File: src/hw/rtl/adv_name_matcher_assert.svh
// ---------------------------------------------------------------------------
// adv_name_matcher assertion macros
// Concurrent check wrappers; empty when SYNTHESIS is defined.
// ---------------------------------------------------------------------------
`ifndef ADV_NAME_MATCHER_ASSERT_SVH
`define ADV_NAME_MATCHER_ASSERT_SVH

`ifndef SYNTHESIS

// same-cycle implication
`define ANM_ASSERT_IMPLIES(label, clk, rst, lhs, rhs) \
   label: assert property (@(posedge clk) disable iff (rst) (lhs) |-> (rhs)) \
      else $error("assertion failed");

// next-cycle implication
`define ANM_ASSERT_NEXT(label, clk, rst, lhs, rhs) \
   label: assert property (@(posedge clk) disable iff (rst) (lhs) |=> (rhs)) \
      else $error("assertion failed");

`else

`define ANM_ASSERT_IMPLIES(label, clk, rst, lhs, rhs)
`define ANM_ASSERT_NEXT(label, clk, rst, lhs, rhs)

`endif

`endif

File: src/hw/rtl/anm_pkg.sv
// ---------------------------------------------------------------------------
// anm_pkg
// Shared types and constants for the advertising name matcher.
// ---------------------------------------------------------------------------
package anm_pkg;

   localparam int NAME_BYTES = 31;
   localparam int BYTE_W     = 8;
   localparam int LEN_W      = 5;
   localparam int WORD_W     = 64;
   localparam int NUM_WORDS  = 4;
   localparam int CSR_IDX_W  = 3;
   localparam int REM_W      = 8;

   // AD type codes of the local name elements
   localparam logic [BYTE_W-1:0] TYPE_SHORT_NAME = 8'h08;
   localparam logic [BYTE_W-1:0] TYPE_FULL_NAME  = 8'h09;

   // register indexes
   localparam logic [CSR_IDX_W-1:0] CSR_NAME_LEN   = 3'd0;
   localparam logic [CSR_IDX_W-1:0] CSR_NAME_WORD0 = 3'd1;
   localparam logic [CSR_IDX_W-1:0] CSR_NAME_WORD1 = 3'd2;
   localparam logic [CSR_IDX_W-1:0] CSR_NAME_WORD2 = 3'd3;
   localparam logic [CSR_IDX_W-1:0] CSR_NAME_WORD3 = 3'd4;

   // element walk phase
   typedef enum logic [1:0] {
      PH_LEN,
      PH_TYPE,
      PH_BODY
   } phase_type;

   // configured name, byte k in slot k
   typedef logic [NUM_WORDS*8-1:0][BYTE_W-1:0] name_type;

   // one item handed to the walker
   typedef struct packed {
      logic              valid;
      logic [BYTE_W-1:0] adv_byte;
      logic              last_byte;
   } step_type;

endpackage

File: src/hw/rtl/anm_walker.sv
// ---------------------------------------------------------------------------
// anm_walker
// Walks length-type-value elements one byte per step and tracks name matches.
// ---------------------------------------------------------------------------
module anm_walker
   import anm_pkg::*;
(
   input  logic             clock,
   input  logic             reset,
   input  step_type         step,
   input  logic [LEN_W-1:0] name_len,
   input  name_type         name,
   output logic             found
);

   phase_type         phase_ff, phase_in;
   logic [REM_W-1:0]  remaining_ff, remaining_in;
   logic              name_elem_ff, name_elem_in;
   logic [LEN_W-1:0]  cmp_idx_ff, cmp_idx_in;
   logic              mismatch_ff, mismatch_in;
   logic              matched_ff, matched_in;

   logic [REM_W-1:0]  rem_dec;
   logic              is_name;

   assign rem_dec = remaining_ff - REM_W'(1);
   assign is_name = (step.adv_byte == TYPE_SHORT_NAME) ||
                    (step.adv_byte == TYPE_FULL_NAME);

   // next state for one payload byte
   always_comb begin
      phase_in     = phase_ff;
      remaining_in = remaining_ff;
      name_elem_in = name_elem_ff;
      cmp_idx_in   = cmp_idx_ff;
      mismatch_in  = mismatch_ff;
      matched_in   = matched_ff;
      unique case (phase_ff)
         PH_LEN: begin
            // zero-length element is skipped
            if (step.adv_byte != '0) begin
               remaining_in = step.adv_byte;
               phase_in     = PH_TYPE;
            end
         end
         PH_TYPE: begin
            remaining_in = rem_dec;
            name_elem_in = is_name;
            cmp_idx_in   = '0;
            mismatch_in  = 1'b0;
            if (is_name && (name_len == '0)) begin
               matched_in = 1'b1;
            end
            phase_in = (rem_dec == '0) ? PH_LEN : PH_BODY;
         end
         PH_BODY: begin
            if (name_elem_ff && !mismatch_ff && (cmp_idx_ff < name_len)) begin
               mismatch_in = (step.adv_byte != name[cmp_idx_ff]);
               cmp_idx_in  = cmp_idx_ff + LEN_W'(1);
               if (!mismatch_in && (cmp_idx_in == name_len)) begin
                  matched_in = 1'b1;
               end
            end
            remaining_in = rem_dec;
            if (rem_dec == '0) begin
               // element ended before the whole name was seen
               if (name_elem_ff && (cmp_idx_in < name_len)) begin
                  mismatch_in = 1'b1;
               end
               phase_in = PH_LEN;
            end
         end
         default: begin
            phase_in = PH_LEN;
         end
      endcase
   end

   // verdict includes the current byte
   assign found = matched_in;

   // state registers, cleared after the final byte
   always_ff @(posedge clock) begin
      if (reset || (step.valid && step.last_byte)) begin
         phase_ff     <= PH_LEN;
         remaining_ff <= '0;
         name_elem_ff <= 1'b0;
         cmp_idx_ff   <= '0;
         mismatch_ff  <= 1'b0;
         matched_ff   <= 1'b0;
      end else if (step.valid) begin
         phase_ff     <= phase_in;
         remaining_ff <= remaining_in;
         name_elem_ff <= name_elem_in;
         cmp_idx_ff   <= cmp_idx_in;
         mismatch_ff  <= mismatch_in;
         matched_ff   <= matched_in;
      end
   end

endmodule

File: src/hw/rtl/adv_name_matcher.sv
// The final byte passes the input register and then the result register to the found result.
// Throughput: one item per cycle; one walker step per cycle on registered input.
// An item with the final-byte flag blocks only while a result waits under stall.
// Reset (synchronous, active high) clears the walk state, empties both
// registers and clears all configuration registers to zero.
// ---------------------------------------------------------------------------
// adv_name_matcher
// Scans advertising payload bytes for a local name element with the set name.
// ---------------------------------------------------------------------------
`include "adv_name_matcher_assert.svh"

module adv_name_matcher
   import anm_pkg::*;
(
   input  logic                 clock,
   input  logic                 reset,
   // input items
   input  logic                 req_valid,
   output logic                 req_stall,
   input  logic [BYTE_W-1:0]    req_adv_byte,
   input  logic                 req_last_byte,
   // results
   output logic                 rsp_valid,
   input  logic                 rsp_stall,
   output logic                 rsp_found,
   // configuration
   input  logic                 csr_we,
   input  logic [CSR_IDX_W-1:0] csr_index,
   input  logic [WORD_W-1:0]    csr_wdata
);

   logic [LEN_W-1:0]  name_len_ff;
   logic [WORD_W-1:0] name_word_ff [NUM_WORDS];
   name_type          name;

   logic              in_valid_ff;
   logic [BYTE_W-1:0] in_byte_ff;
   logic              in_last_ff;
   logic              rsp_valid_ff;
   logic              rsp_found_ff;

   logic              process;
   logic              req_take;
   logic              rsp_take;
   logic              walker_found;
   step_type          step;

   // configuration registers
   always_ff @(posedge clock) begin
      if (reset) begin
         name_len_ff <= '0;
         for (int i = 0; i < NUM_WORDS; i++) begin
            name_word_ff[i] <= '0;
         end
      end else if (csr_we) begin
         unique case (csr_index)
            CSR_NAME_LEN:   name_len_ff     <= csr_wdata[LEN_W-1:0];
            CSR_NAME_WORD0: name_word_ff[0] <= csr_wdata;
            CSR_NAME_WORD1: name_word_ff[1] <= csr_wdata;
            CSR_NAME_WORD2: name_word_ff[2] <= csr_wdata;
            CSR_NAME_WORD3: name_word_ff[3] <= csr_wdata;
            default: ;
         endcase
      end
   end

   assign name = {name_word_ff[3], name_word_ff[2], name_word_ff[1], name_word_ff[0]};

   // handshake: final byte waits only for a free result slot
   assign rsp_take  = rsp_valid_ff && !rsp_stall;
   assign process   = in_valid_ff && (!in_last_ff || !rsp_valid_ff || !rsp_stall);
   assign req_stall = in_valid_ff && !process;
   assign req_take  = req_valid && !req_stall;

   // input register
   always_ff @(posedge clock) begin
      if (reset) begin
         in_valid_ff <= 1'b0;
      end else if (req_take || process) begin
         in_valid_ff <= req_take;
      end
   end

   always_ff @(posedge clock) begin
      if (req_take) begin
         in_byte_ff <= req_adv_byte;
         in_last_ff <= req_last_byte;
      end
   end

   assign step = '{valid: process, adv_byte: in_byte_ff, last_byte: in_last_ff};

   anm_walker u_walker (
      .clock    (clock),
      .reset    (reset),
      .step     (step),
      .name_len (name_len_ff),
      .name     (name),
      .found    (walker_found)
   );

   // result register
   always_ff @(posedge clock) begin
      if (reset) begin
         rsp_valid_ff <= 1'b0;
      end else if (process && in_last_ff) begin
         rsp_valid_ff <= 1'b1;
      end else if (rsp_take) begin
         rsp_valid_ff <= 1'b0;
      end
   end

   always_ff @(posedge clock) begin
      if (process && in_last_ff) begin
         rsp_found_ff <= walker_found;
      end
   end

   assign rsp_valid = rsp_valid_ff;
   assign rsp_found = rsp_found_ff;

   // checks
   `ANM_ASSERT_NEXT(a_last_gives_rsp, clock, reset, process && in_last_ff, rsp_valid_ff)
   `ANM_ASSERT_IMPLIES(a_empty_no_stall, clock, reset, !in_valid_ff, !req_stall)
   `ANM_ASSERT_IMPLIES(a_no_overwrite, clock, reset, process && in_last_ff && rsp_valid_ff, rsp_take)

endmodule

File: config.mk
export PLATFORM = sky130hd
export DESIGN_NAME = adv_name_matcher
export DESIGN_NICKNAME = d
export VERILOG_FILES = /design/src/hw/rtl/anm_pkg.sv /design/src/hw/rtl/anm_walker.sv /design/src/hw/rtl/adv_name_matcher.sv
export VERILOG_INCLUDE_DIRS = /design/src /design/src/hw/rtl
export SDC_FILE = /design/constraint.sdc
export NUM_CORES = 1
export LEC_CHECK = 0
export BUFFER_PORTS_ARGS = -buffer_cell sky130_fd_sc_hd__buf_2
export CAP_MARGIN = 20
export CORE_MARGIN = 3
export CORE_UTILIZATION = 24
export DETAILED_ROUTE_END_ITERATION = 10
export PLACE_DENSITY_LB_ADDON = 0.3
export SLEW_MARGIN = 20
export SYNTH_ARGS = -nofsm -noshare
export SYNTH_HDL_FRONTEND = slang
export SYNTH_HIERARCHICAL = 1
export SYNTH_SLANG_ARGS = --single-unit
File: constraint.sdc
create_clock -name clock -period 9.4 [get_ports clock]
set_input_delay 0.47 -clock clock [delete_from_list [all_inputs] [get_ports clock]]
set_output_delay 0.47 -clock clock [all_outputs]
set_load 0.03 [all_outputs]
==> impl_results.md <==
- Syn_nets: about 1200
- R2r worst-path depth: 16
- Max Fanout on Critical Path: between 50 and 60
- Area leader, netlist: edfxtp_1
- Global-route wire length before repair: 63270 µm
- GRT Total Usage: between 10% and 20%
- DR DRC count: 0
- Crit path DAT: approximately 4600 ps
- Reg power frac: between 50% and 60%
- Reg-to-Reg Start: u_walker/cmp_idx_ff[1]
- Sequential-to-total area share from yosys stat: 56.53%
- Ys async rst share: 0%
- Largest net degree at the start of global routing: 66
- Clock Skew: just over 20 ps
- RR Endpoint: u_walker/mismatch_ff
- Share of cells above drive strength 1: between 30% and 40%
- Worst-margin pin slew: ~1100 ps
- Mapped Area: 15010 µm²
- WHS Endpoint: in_last_ff
- Library cells used by synthesis: between 60 and 70
- DP Worst Slack: 5200 ps
- H-Tree Level Count: 2
- Maximum vdd drop: just under 0.1 mV
- Remaining global-route overflow: 0
- Synth Area in Compound Gates: under 10%
- Worst Hold Slack: approximately 120 ps
- Relative slew slack: between 20% and 30%
- Final WL: ~42000 µm
- Post-synthesis mux area share: under 10%
- TritonRoute pass-1 iters: 5
- CTS root buf: clkbuf_16
- Hpwl dp: between 20000 and 30000 µm
- Placer Congestion: approximately 0.88
- WHS Path Cells: 1
- Top cells by area, synth: edfxtp_1 (53%), nor3_2 (12%), mux2i_1 (5.1%), mux4_2 (4.4%), dfxtp_1 (3.3%)
- Most common cell after layout, fill and taps aside: edfxtp_1
- CTS tree: built
- Min cycle time layout: ~4200 ps
- Die width: around 260 µm
- FMAX: between 0.2 and 0.25 GHz
- Fin. Hold Viols: 0
- Vias in the first global route: approximately 9700
- Hold/Removal Path Class: in -> reg
- Area share of and/or/nand/nor cells after synthesis: between 20% and 30%
- Worst setup path class: reg -> reg
- Initial core utilization: about a quarter
- Clock Latency Late Sink: about 550 ps
- Post-synthesis adder-cell area fraction: around 1.3%
- Switching pwr: between 0.7 and 0.8 mW
- Largest family of logic cells by synthesized area: simple AND/OR/NAND/NOR gates
- Final Slew Violations: 0
- Yosys Warn Count: 6
- Iteration-0 DRC count of the detailed router: roughly 700
- Max-Cap Viols: 0
- FF-to-FF setup slack: approximately 5200 ps
- Row count: between 90 and 100
- Leakage: ~5.4 nW
- Post-synth top area share: a little over half
- Vias per cell: ~4.7
- PostCTS Resize Cnt: 0
- CORE AREA: between 60000 and 70000 µm²
- Main synth FF type: edfxtp_1
- Nets: 1290
- Critical path capture point type: flop
- Post-synthesis xor/xnor area fraction: less than 1%
- Final ANT Viol Nets: 0
- CTS buffer count: 34
- Seq cells post-synth: about 290
- Vias: ~9500
- Count of input and output buffers: 83
- Comb power frac: between 7 and 8%
- Clock sink count: 291
- Final setup TNS: 0 ps
- Die height: approximately 260 µm
- Pint: between 2 and 2.5 mW
- Clock power share: 41.0%
- Setup bufs post-CTS: 0
- Hold_buf cts: 0
- Clock-pin transition on the worst setup and hold timing paths: approximately 60 ps
- PnR worst setup slack: ~5200 ps
- Status: finished, final reports clean
- Period utilization: 44.45%
- Syn_area_per_cell: roughly 13 µm²
- RSZ-0062 raised after global routing: no
- Die footprint: ~66000 µm²
- Initial antenna violation count: 0
- Drt wl/cell: slightly above 20 µm
- P&R area growth vs syn: 14.22%
- Longest Clk Path Bufs: 3
- Hold path start: req_last_byte
- Number of diodes: 0
- Post-synth EDFFs: 266
- Commonest cells after routing, fill and taps aside: edfxtp_1 (266), nor3_2 (180), buf_2 (83)
- Switching Fraction: 24.33%
- Critical Path RT: around 10000 ps
- Number of primary I/O pins: 84
- Cells after Synth: between 1000 and 1500
- Startpoint types: flop
- Power per cell area: between 150 and 200 nW/µm²
- Setup violators final: 0
## state kept, by name, indices dropped and copies added (netlist names)
| signal | count |
|---|---|
| name_len_ff | 5 |
| in_last_ff | 1 |
| u_walker/remaining_ff | 8 |
| rsp_valid | 1 |
| u_walker/name_elem_ff | 1 |
| in_byte_ff | 8 |
| u_walker/matched_ff | 1 |
| name_word_ff | 256 |
| u_walker/phase_ff | 2 |
| rsp_found | 1 |
| u_walker/cmp_idx_ff | 5 |
| in_valid_ff | 1 |
| u_walker/mismatch_ff | 1 |
## power by group through the flow
stage	Sequential [mW]	Combinational [mW]	Clock (mW)
after floorplan	1.54	0.159	0
after global placement	1.55	0.237	0
after detailed placement	1.55	0.241	0
after CTS	1.53	0.242	1.26
after global routing	1.53	0.259	1.31
final	1.52	0.236	1.23
## per-stage QoR
| step | std cells | power, mW | cell area (µm²) | util (%) |
|---|---|---|---|---|
| floorplan | 1147 | 1.702 | 15010 | - |
| global placement | 1994 | 1.790 | 16150 | 26.12 |
| detailed placement | 1995 | 1.793 | 16160 | 26.14 |
| CTS | 2049 | 3.027 | 17150 | 27.74 |
| global route | 2049 | 3.102 | 17150 | 27.74 |
| finish | 2049 | 2.986 | 17150 | 27.74 |
## Yosys cell counts (all sizes together), types with 2 or more instances
library cell / count
nand4b: 2
o21ai: 15
nand2b: 16
mux2: 4
a21oi: 20
o21bai: 5
or3: 5
a22oi: 34
buf: 58
nand2: 42
nor4b: 2
nor3: 262
clkbuf: 34
a311oi: 2
xnor2: 9
o31ai: 7
a211oi: 5
mux2i: 77
mux4: 29
dfxtp: 25
nor3b: 3
and2: 3
nor4: 5
nor2b: 14
nand3: 14
nor2: 37
clkinv: 2
o211ai: 5
ha: 15
nand3b: 3
inv: 82
a31oi: 7
nand4: 6
xor2: 7
or4: 3
edfxtp: 266
a2111oi: 6
or3b: 2
a21o: 2
## cell families (layout without fill, tap and decap cells)
| logic type | after synthesis | in the layout |
|---|---|---|
| xor+xnor | 16 | 16 |
| flops | 291 | 291 |
| buf+inv | 176 | 241 |
| simple gates | 423 | 423 |
| compound gates | 116 | 116 |
| mux | 110 | 110 |
| fa+ha+maj | 15 | 15 |
## how the worst max path moves through the flow
| stage | startpoint | end | slack, ps | depth (start not counted) |
|---|---|---|---|---|
| 2_1_floorplan | csr_index[1] | name_word_ff[0][0] | 4920 | 4 |
| 3_3_place_gp | u_walker/cmp_idx_ff[1] | rsp_found | 5150 | 9 |
| 3_5_place_dp | u_walker/cmp_idx_ff[1] | u_walker/mismatch_ff | 5200 | 16 |
| 4_1_cts | u_walker/cmp_idx_ff[1] | u_walker/mismatch_ff | 5180 | 16 |
| 5_1_grt | u_walker/cmp_idx_ff[1] | u_walker/mismatch_ff | 4880 | 16 |
| 6_report | u_walker/cmp_idx_ff[1] | u_walker/mismatch_ff | 5220 | 16 |
## worst max-delay path: stages, from the launching register on
cell,delay [ps]
dfxtp_4,520
buf_4,700
ha_1,370
nor2b_1,130
o21ai_1,110
a21oi_1,110
or2_2,370
nor2_1,160
xor2_1,230
ha_1,300
a21oi_1,170
nor2b_1,60
a41oi_1,190
nand4b_1,140
o21ai_0,200
a31oi_1,110
a211oi_1,200
## routing by layer
| metal | up-vias | track usage, % | wire length (µm) |
|---|---|---|---|
| met5 | - | 0 | 0 |
| met4 | 0 | 3.468 | 872 |
| met3 | 55 | 2.068 | 2094 |
| met2 | 235 | 21.00 | 20490 |
| met1 | 4848 | 16.93 | 18260 |
| li1 | 4403 | - | - |
## layout make-up
cell class	instances	area, µm²
clock buffers	43	884.6
clock inverters	11	105.1
fillers	6324	44680
inverters	84	315.3
multi-input cells	680	5734
flip-flops and latches	291	8494
well taps	837	1047
repair buffers	103	568.0
Note: power is estimated with default switching activity, not from simulation.
